[src/sv/npmf_pkg.sv]
// ----------------------------------------------------------------------------
// npmf_pkg
// Shared widths and constants of the near point merge filter.
// ----------------------------------------------------------------------------
package npmf_pkg;

  localparam int SPEED_BITS   = 24;
  localparam int ATTR_BITS    = 32;
  localparam int SPACING_BITS = 16;
  localparam int SQ_BITS      = 2 * SPACING_BITS;

  // A spacing of 10 mm, the 0.01 m merge threshold.
  localparam logic [SPACING_BITS-1:0] SPACING_RESET = 16'd10;
  localparam logic [SQ_BITS-1:0]      SPACING_SQ_RESET = 32'd100;

  // Result queue: one point may release two results at once.
  localparam int FIFO_DEPTH = 4;
  localparam int PTR_BITS   = $clog2(FIFO_DEPTH);
  localparam int CNT_BITS   = $clog2(FIFO_DEPTH + 1);

endpackage

[src/sv/npmf_point_if.sv]
// ----------------------------------------------------------------------------
// npmf_point_if
// Valid/ready channel that carries one path point per word.
// ----------------------------------------------------------------------------
interface npmf_point_if import npmf_pkg::*; #(
  parameter int COORD_BITS = 32
);
  logic                         valid;
  logic                         ready;
  logic signed [COORD_BITS-1:0] pos_x;
  logic signed [COORD_BITS-1:0] pos_y;
  logic signed [COORD_BITS-1:0] pos_z;
  logic signed [SPEED_BITS-1:0] speed;
  logic [ATTR_BITS-1:0]         attrs;
  logic                         last_point;

  modport source (output valid, pos_x, pos_y, pos_z, speed, attrs, last_point,
                  input ready);
  modport sink   (input valid, pos_x, pos_y, pos_z, speed, attrs, last_point,
                  output ready);
endinterface

[src/sv/npmf_result_if.sv]
// ----------------------------------------------------------------------------
// npmf_result_if
// Valid/ready channel that carries one kept point per word.
// ----------------------------------------------------------------------------
interface npmf_result_if import npmf_pkg::*; #(
  parameter int COORD_BITS = 32
);
  logic                         valid;
  logic                         ready;
  logic signed [COORD_BITS-1:0] out_x;
  logic signed [COORD_BITS-1:0] out_y;
  logic signed [COORD_BITS-1:0] out_z;
  logic signed [SPEED_BITS-1:0] out_speed;
  logic [ATTR_BITS-1:0]         out_attrs;
  logic                         out_last;

  modport source (output valid, out_x, out_y, out_z, out_speed, out_attrs, out_last,
                  input ready);
  modport sink   (input valid, out_x, out_y, out_z, out_speed, out_attrs, out_last,
                  output ready);
endinterface

[src/sv/npmf_distance.sv]
// ----------------------------------------------------------------------------
// npmf_distance
// Planar far test of a point against the held point, exact integer math.
// ----------------------------------------------------------------------------
module npmf_distance import npmf_pkg::*; #(
  parameter int COORD_BITS = 32
) (
  input  logic signed [COORD_BITS-1:0] pos_x,
  input  logic signed [COORD_BITS-1:0] pos_y,
  input  logic signed [COORD_BITS-1:0] held_x,
  input  logic signed [COORD_BITS-1:0] held_y,
  input  logic [SPACING_BITS-1:0]      spacing,
  input  logic [SQ_BITS-1:0]           spacing_sq,
  output logic                         far
);
  logic signed [COORD_BITS:0] dx;
  logic signed [COORD_BITS:0] dy;
  logic [COORD_BITS:0]        ax;
  logic [COORD_BITS:0]        ay;
  logic [COORD_BITS:0]        spacing_ext;
  logic                       axis_far;
  logic [SQ_BITS-1:0]         sq_x;
  logic [SQ_BITS-1:0]         sq_y;
  logic [SQ_BITS:0]           sq_sum;

  always_comb begin
    dx = {pos_x[COORD_BITS-1], pos_x} - {held_x[COORD_BITS-1], held_x};
    dy = {pos_y[COORD_BITS-1], pos_y} - {held_y[COORD_BITS-1], held_y};
    ax = dx[COORD_BITS] ? (COORD_BITS+1)'(-dx) : dx;
    ay = dy[COORD_BITS] ? (COORD_BITS+1)'(-dy) : dy;
    spacing_ext = (COORD_BITS+1)'(spacing);
    axis_far = (ax > spacing_ext) || (ay > spacing_ext);
    // The squares only matter when both offsets fit the spacing width.
    sq_x = ax[SPACING_BITS-1:0] * ax[SPACING_BITS-1:0];
    sq_y = ay[SPACING_BITS-1:0] * ay[SPACING_BITS-1:0];
    sq_sum = {1'b0, sq_x} + {1'b0, sq_y};
    far = axis_far || (sq_sum > {1'b0, spacing_sq});
  end
endmodule

[src/sv/near_point_merge_filter.sv]
// ----------------------------------------------------------------------------
// near_point_merge_filter
// Thins a path by merging points that lie within the spacing of the held point.
// ----------------------------------------------------------------------------
// A point is registered in the input stage at acceptance and judged once the
// queue can take two results; its results are offered from the queue.
// Throughput: one point per cycle while the queue can take two results; the
// output moves one word per cycle, so a second result waits in the queue.
// Reset clears the held point, the input stage, the result queue and sets
// the spacing to 10 mm.
module near_point_merge_filter import npmf_pkg::*; #(
  parameter int COORD_BITS = 32
) (
  input  logic                    clk,
  input  logic                    rst,
  input  logic                    cfg_wr_en,
  input  logic [SPACING_BITS-1:0] cfg_wr_data,
  npmf_point_if.sink              points,
  npmf_result_if.source           results
);
  typedef struct packed {
    logic [COORD_BITS-1:0] x;
    logic [COORD_BITS-1:0] y;
    logic [COORD_BITS-1:0] z;
    logic [SPEED_BITS-1:0] speed;
    logic [ATTR_BITS-1:0]  attrs;
    logic                  last;
  } entry_t;

  // Configuration.
  logic [SPACING_BITS-1:0] spacing;
  logic [SQ_BITS-1:0]      spacing_sq;

  // Input stage.
  logic                         in_valid;
  logic signed [COORD_BITS-1:0] in_x;
  logic signed [COORD_BITS-1:0] in_y;
  logic signed [COORD_BITS-1:0] in_z;
  logic signed [SPEED_BITS-1:0] in_speed;
  logic [ATTR_BITS-1:0]         in_attrs;
  logic                         in_last;

  // Held point.
  logic                         held_valid;
  logic signed [COORD_BITS-1:0] held_x;
  logic signed [COORD_BITS-1:0] held_y;
  logic signed [COORD_BITS-1:0] held_z;
  logic signed [SPEED_BITS-1:0] held_speed;
  logic [ATTR_BITS-1:0]         held_attrs;
  logic                         held_valid_next;
  logic signed [COORD_BITS-1:0] held_x_next;
  logic signed [COORD_BITS-1:0] held_y_next;
  logic signed [COORD_BITS-1:0] held_z_next;
  logic signed [SPEED_BITS-1:0] held_speed_next;
  logic [ATTR_BITS-1:0]         held_attrs_next;

  // Result queue.
  entry_t              fifo [FIFO_DEPTH];
  logic [PTR_BITS-1:0] wr_ptr;
  logic [PTR_BITS-1:0] rd_ptr;
  logic [CNT_BITS-1:0] count;

  logic       far;
  logic       proc_fire;
  logic       in_fire;
  logic       pop;
  logic       push_a;
  logic       push_b;
  logic [1:0] push_n;
  entry_t     ent_a;
  entry_t     ent_b;

  npmf_distance #(
    .COORD_BITS (COORD_BITS)
  ) u_distance (
    .pos_x      (in_x),
    .pos_y      (in_y),
    .held_x     (held_x),
    .held_y     (held_y),
    .spacing    (spacing),
    .spacing_sq (spacing_sq),
    .far        (far)
  );

  // A point is judged only when the queue can take both of its results.
  assign proc_fire = in_valid && (count <= CNT_BITS'(FIFO_DEPTH - 2));
  assign points.ready = !in_valid || proc_fire;
  assign in_fire = points.valid && points.ready;
  assign pop = results.valid && results.ready;

  always_comb begin
    held_valid_next = held_valid;
    held_x_next     = held_x;
    held_y_next     = held_y;
    held_z_next     = held_z;
    held_speed_next = held_speed;
    held_attrs_next = held_attrs;
    push_a = 1'b0;
    push_b = 1'b0;
    if (proc_fire) begin
      if (!held_valid || far) begin
        push_a = held_valid;
        held_valid_next = 1'b1;
        held_x_next     = in_x;
        held_y_next     = in_y;
        held_z_next     = in_z;
        held_speed_next = in_speed;
        held_attrs_next = in_attrs;
      end else if (in_speed < held_speed) begin
        held_speed_next = in_speed;
      end
      if (in_last) begin
        push_b = 1'b1;
        held_valid_next = 1'b0;
      end
    end
    ent_a = '{x: held_x, y: held_y, z: held_z, speed: held_speed,
              attrs: held_attrs, last: 1'b0};
    // The flushed point is the held point after this point's update.
    ent_b = '{x: held_x_next, y: held_y_next, z: held_z_next, speed: held_speed_next,
              attrs: held_attrs_next, last: 1'b1};
    push_n = {1'b0, push_a} + {1'b0, push_b};
  end

  always_ff @(posedge clk) begin
    if (rst) begin
      spacing    <= SPACING_RESET;
      spacing_sq <= SPACING_SQ_RESET;
      in_valid   <= 1'b0;
      held_valid <= 1'b0;
      held_x     <= '0;
      held_y     <= '0;
      held_z     <= '0;
      held_speed <= '0;
      held_attrs <= '0;
      wr_ptr     <= '0;
      rd_ptr     <= '0;
      count      <= '0;
    end else begin
      if (cfg_wr_en) begin
        spacing    <= cfg_wr_data;
        spacing_sq <= cfg_wr_data * cfg_wr_data;
      end
      if (in_fire) begin
        in_valid <= 1'b1;
      end else if (proc_fire) begin
        in_valid <= 1'b0;
      end
      held_valid <= held_valid_next;
      held_x     <= held_x_next;
      held_y     <= held_y_next;
      held_z     <= held_z_next;
      held_speed <= held_speed_next;
      held_attrs <= held_attrs_next;
      wr_ptr <= wr_ptr + PTR_BITS'(push_n);
      if (pop) begin
        rd_ptr <= rd_ptr + 1'b1;
      end
      count <= count + CNT_BITS'(push_n) - CNT_BITS'(pop);
    end
  end

  always_ff @(posedge clk) begin
    if (in_fire) begin
      in_x     <= points.pos_x;
      in_y     <= points.pos_y;
      in_z     <= points.pos_z;
      in_speed <= points.speed;
      in_attrs <= points.attrs;
      in_last  <= points.last_point;
    end
    if (push_a) begin
      fifo[wr_ptr] <= ent_a;
    end
    if (push_b) begin
      fifo[wr_ptr + PTR_BITS'(push_a)] <= ent_b;
    end
  end

  assign results.valid     = (count != '0);
  assign results.out_x     = fifo[rd_ptr].x;
  assign results.out_y     = fifo[rd_ptr].y;
  assign results.out_z     = fifo[rd_ptr].z;
  assign results.out_speed = fifo[rd_ptr].speed;
  assign results.out_attrs = fifo[rd_ptr].attrs;
  assign results.out_last  = fifo[rd_ptr].last;

  a_count_bound: assert property (@(posedge clk) disable iff (rst)
    count <= CNT_BITS'(FIFO_DEPTH))
    else $error("result queue count above depth");

  a_count_track: assert property (@(posedge clk) disable iff (rst)
    1'b1 |=> count == $past(count) + CNT_BITS'($past(push_n)) - CNT_BITS'($past(pop)))
    else $error("result queue count out of step with pushes and pops");

  a_last_clears: assert property (@(posedge clk) disable iff (rst)
    proc_fire && in_last |=> !held_valid)
    else $error("held point survived a last point");

  a_first_holds: assert property (@(posedge clk) disable iff (rst)
    proc_fire && !held_valid && !in_last |=> held_valid && push_n == 2'd0 ||
    held_valid)
    else $error("first point of a path was not held");

  a_no_drop: assert property (@(posedge clk) disable iff (rst)
    in_valid && !proc_fire |=> in_valid && $stable(in_x) && $stable(in_last))
    else $error("waiting point lost from the input stage");
endmodule

[src/flat_wrapper.sv]
// flat-port wrapper written by rule: the top's interface ports become plain ports
module near_point_merge_filter_flat import npmf_pkg::*;
#(
  parameter int COORD_BITS = 32
)
  (clk, rst, cfg_wr_en, cfg_wr_data, points_valid, points_pos_x, points_pos_y, points_pos_z, points_speed, points_attrs, points_last_point, points_ready, results_valid, results_out_x, results_out_y, results_out_z, results_out_speed, results_out_attrs, results_out_last, results_ready);
  npmf_point_if #(.COORD_BITS(COORD_BITS)) points_i ();
  npmf_result_if #(.COORD_BITS(COORD_BITS)) results_i ();
  input  logic clk;
  input  logic rst;
  input  logic cfg_wr_en;
  input  logic [SPACING_BITS-1:0] cfg_wr_data;
  input wire logic [$bits(points_i.valid)-1:0] points_valid;
  input wire logic [$bits(points_i.pos_x)-1:0] points_pos_x;
  input wire logic [$bits(points_i.pos_y)-1:0] points_pos_y;
  input wire logic [$bits(points_i.pos_z)-1:0] points_pos_z;
  input wire logic [$bits(points_i.speed)-1:0] points_speed;
  input wire logic [$bits(points_i.attrs)-1:0] points_attrs;
  input wire logic [$bits(points_i.last_point)-1:0] points_last_point;
  output wire logic [$bits(points_i.ready)-1:0] points_ready;
  output wire logic [$bits(results_i.valid)-1:0] results_valid;
  output wire logic [$bits(results_i.out_x)-1:0] results_out_x;
  output wire logic [$bits(results_i.out_y)-1:0] results_out_y;
  output wire logic [$bits(results_i.out_z)-1:0] results_out_z;
  output wire logic [$bits(results_i.out_speed)-1:0] results_out_speed;
  output wire logic [$bits(results_i.out_attrs)-1:0] results_out_attrs;
  output wire logic [$bits(results_i.out_last)-1:0] results_out_last;
  input wire logic [$bits(results_i.ready)-1:0] results_ready;
  assign points_i.valid = points_valid;
  assign points_i.pos_x = points_pos_x;
  assign points_i.pos_y = points_pos_y;
  assign points_i.pos_z = points_pos_z;
  assign points_i.speed = points_speed;
  assign points_i.attrs = points_attrs;
  assign points_i.last_point = points_last_point;
  assign points_ready = points_i.ready;
  assign results_valid = results_i.valid;
  assign results_out_x = results_i.out_x;
  assign results_out_y = results_i.out_y;
  assign results_out_z = results_i.out_z;
  assign results_out_speed = results_i.out_speed;
  assign results_out_attrs = results_i.out_attrs;
  assign results_out_last = results_i.out_last;
  assign results_i.ready = results_ready;
  near_point_merge_filter #(.COORD_BITS(COORD_BITS)) u_core (.clk(clk), .rst(rst), .cfg_wr_en(cfg_wr_en), .cfg_wr_data(cfg_wr_data), .points(points_i), .results(results_i));
endmodule
[config.mk]
export PLATFORM = sky130hd
export DESIGN_NAME = near_point_merge_filter_flat
export DESIGN_NICKNAME = d
export VERILOG_FILES = /design/src/sv/npmf_pkg.sv /design/src/sv/npmf_point_if.sv /design/src/sv/npmf_result_if.sv /design/src/sv/npmf_distance.sv /design/src/sv/near_point_merge_filter.sv /design/src/flat_wrapper.sv
export SDC_FILE = /design/constraint.sdc
export NUM_CORES = 2
export LEC_CHECK = 0
export ABC_AREA = 1
export BUFFER_PORTS_ARGS = -buffer_cell sky130_fd_sc_hd__buf_2
export CORE_ASPECT_RATIO = 1.25
export CORE_UTILIZATION = 35
export CTS_BUF_LIST = sky130_fd_sc_hd__clkbuf_4
export DETAILED_ROUTE_END_ITERATION = 7
export HOLD_SLACK_MARGIN = 0.05
export PLACE_DENSITY = 0.52
export SLEW_MARGIN = 15
export SYNTH_ARGS = -nofsm -noshare
export SYNTH_HDL_FRONTEND = slang
export SYNTH_SLANG_ARGS = --single-unit
[constraint.sdc]
create_clock -name clk -period 21.3 [get_ports clk]
set_input_delay 4.26 -clock clk [delete_from_list [all_inputs] [get_ports clk]]
set_output_delay 4.26 -clock clk [all_outputs]
set_load 0.02 [all_outputs]
==> results.sh <==
export IMPL_outcome="completed"
export IMPL_rsz0062_at_grt="false"
export IMPL_wl_per_cell_microns=20.6
export IMPL_cts_tree="yes"
export IMPL_grt_usage=0.231
export IMPL_worst_pin_slew_ps=1160
export IMPL_die_area_sq_um=218000
export IMPL_wl_met2_mm=130
export IMPL_tns_ps=0
export IMPL_post_cts_resize_count=0
export IMPL_antenna_found_initial=11
export IMPL_cp_start_kind="flop"
export IMPL_required_ps=21990
export IMPL_syn_cell_area_sq_um=75700
export IMPL_vias=64100
export IMPL_synth_cell_types=52
export IMPL_avgSynthCellArea_sq_um=8.30
export IMPL_dp_hpwl_mm=172
export IMPL_slowest_stage="nand2_4"
export IMPL_synth_edf_count=761
export IMPL_crit_arrival_ps=18490
export IMPL_htreeDepth=5
export IMPL_dieWidth_microns=418
export IMPL_holdWs_ps=441
export IMPL_drive_gt1_frac=0.0987
export IMPL_grt_max_degree=187
export IMPL_port_buffers=328
export IMPL_yosys_warnings=0
export IMPL_ys_flop_type="edfxtp_1"
export IMPL_drt_wl_total_mm=256
export IMPL_synth_fp_nets=10300
export IMPL_ys_ff_latch=974
export IMPL_top_layer_used="met5"
export IMPL_multiInputGateArea_sq_um=41200
export IMPL_cts_root_buf="clkbuf_4"
export IMPL_yosysSeqAreaShare=0.358
export IMPL_synthArstFlopShare=0
export IMPL_worst_setup_path_type="reg2reg"
export IMPL_core_area_sq_um=215000
export IMPL_fin_crit_sh=0.836
export IMPL_grt_pass1_wl_mm=386
export IMPL_layout_common_cells="1904 x nand2_1, 1492 x inv_1, 882 x nor2_1"
export IMPL_die_h_microns=522
export IMPL_critical_path_max_stage_delay_ps=890
export IMPL_fill_cells=22000
export IMPL_regArea_sq_um=27100
export IMPL_crit_fanout=101
export IMPL_gp_congestion=0.927
export IMPL_hp_class="reg2reg"
export IMPL_clock_latency_ps=1170
export IMPL_setup_violations=0
export IMPL_drt_iter0_drc=4712
export IMPL_cts_clk_slew_worst_paths_ps=60
export IMPL_area_growth_pct=10.1
export IMPL_antenna_left=0
export IMPL_clockBufferDepth=4
export IMPL_synthCells=9125
export IMPL_postLayoutCellArea_sq_um=83400
export IMPL_io_pins=329
export IMPL_hold_violations=0
export IMPL_via_per_inst=5.15
export IMPL_drv_cap=0
export IMPL_cp_end_kind="flop"
export IMPL_fp_row_count=190
export IMPL_met1Wirelength_mm=99.0
export IMPL_nNetsFinal=10500
export IMPL_grt_overflow=0
export IMPL_cpMostUsedCell="nand2_1"
export IMPL_place_area_sq_um=79900
export IMPL_start_util=0.353
export IMPL_cts_inserted_buffers=269
export IMPL_postCtsSetupRepairBufs=0
export IMPL_grt_pass1_vias=65300
export IMPL_clock_sinks=974
export IMPL_final_common_cell="nand2_1"
export IMPL_drc_errors=0
export IMPL_dr_wl_met3_mm=15.5
export IMPL_fin_skew_ps=116
export IMPL_relSlewSlack=0.228
export IMPL_firstDrtPassIters=6
export IMPL_slew_violations=0
export IMPL_layout_min_cycle_time_ps=17800
export IMPL_ctsHoldBuffers=0
export IMPL_clock_fmax_mhz=56.2
==> critical path: cells and delay by family (launching register included) <==
kind / cells / cell delay (ps)
AO/OA/AOI/OAI: 7 / 1540
XOR/XNOR: 2 / 840
adder cells (fa/ha/maj): 13 / 5560
buffers and inverters: 16 / 3560
flip-flops: 1 / 360
AND/OR/NAND/NOR: 29 / 5250
==> per-layer routing <==
metal  track usage  up-vias
li1              -    30300
met1         0.269    30900
met2         0.417     2326
met3        0.0309      504
met4         0.107        8
met5             0        -
==> synth_stat cells (7+ instances only) <==
cell type  number  share of area
nand2_1      1908          0.095
inv_1        1497          0.074
nor2_1        884          0.044
edfxtp_1      761           0.30
o21ai_0       726          0.048
fa_1          555           0.15
ha_1          449          0.074
nand3_1       413          0.027
clkbuf_1      344          0.017
nand4_1       263          0.022
dfxtp_1       213          0.056
a21oi_1       206          0.014
o21ai_1       203          0.013
o22ai_1       153          0.013
nand3b_1      131          0.013
xor2_1         68         0.0079
nor3_1         40         0.0026
xnor2_1        30         0.0035
nand2_2        27         0.0022
buf_2          26         0.0017
buf_1          25         0.0012
buf_4          22         0.0022
nor2_2         21         0.0017
nand3_4        20         0.0046
o21bai_1       15         0.0015
buf_6          13         0.0019
o211ai_1       11         0.0011
clkinv_1       10        0.00050
inv_2          10        0.00050
nor4_1         10        0.00083
nand3_2         8         0.0011
a211oi_1        7        0.00069
or2_2           7        0.00058
==> area by class of cell <==
cell class                 count  area share
antenna                        7    0.000210
clock buffer                 401      0.0361
clock inverter                66     0.00605
inverter                    1517      0.0687
multi-input combinational   6202       0.494
sequential                   974       0.325
tap                         2880      0.0432
timing repair buffer         397      0.0269
==> flip-flops by register name, summed over array words and instances, names as in the netlist, 3 cells and up, named ones only <==
name and cells:
u_core.held_x 32, u_core.held_z 32, u_core.held_attrs 32, u_core.in_z 32
u_core.spacing 15, u_core.in_y 32, u_core.in_attrs 32, u_core.in_speed 24
u_core.fifo 612, u_core.count 3, u_core.in_x 32, u_core.held_y 32
u_core.spacing_sq 31, u_core.held_speed 24
==> metrics by stage <==
stage / util / instances / setup WS [ps]
3_5_place_dp: 0.372 / 12000 / 3650
6_report: 0.389 / 12400 / 3500
3_3_place_gp: 0.372 / 12000 / 4010
4_1_cts: 0.388 / 12400 / 3570
2_1_floorplan: - / 9125 / 4150
5_1_grt: 0.389 / 12400 / 2560
==> final timing paths <==
path | startpoint | to | slack (ps) | cells past startpoint
max | u_core.held_y[0] | u_core.fifo[3][108] | 3500 | 67
min | u_core.fifo[2][0] | u_core.fifo[2][0] | 440 | 2
max reg2reg | u_core.held_y[0] | u_core.fifo[3][108] | 3500 | 67
min reg2reg | u_core.fifo[2][0] | u_core.fifo[2][0] | 440 | 2
==> kinds of logic (layout without fill, tap and decap cells) <==
logic type	count (synthesis)	count (layout)	synth area share
and+or+nand+nor	3747	3747	0.216
buffers and inverters	1949	2381	0.0998
AOI/OAI and AO/OA	1353	1353	0.0943
adders and majority gates	1004	1004	0.221
DFF	974	974	0.358
xor gates and xnor gates	98	98	0.0113
other	0	7	0
Power is left out: the tool's default activity adds up to more than one toggle a clock period on the data nets, which glitch-free logic cannot reach.
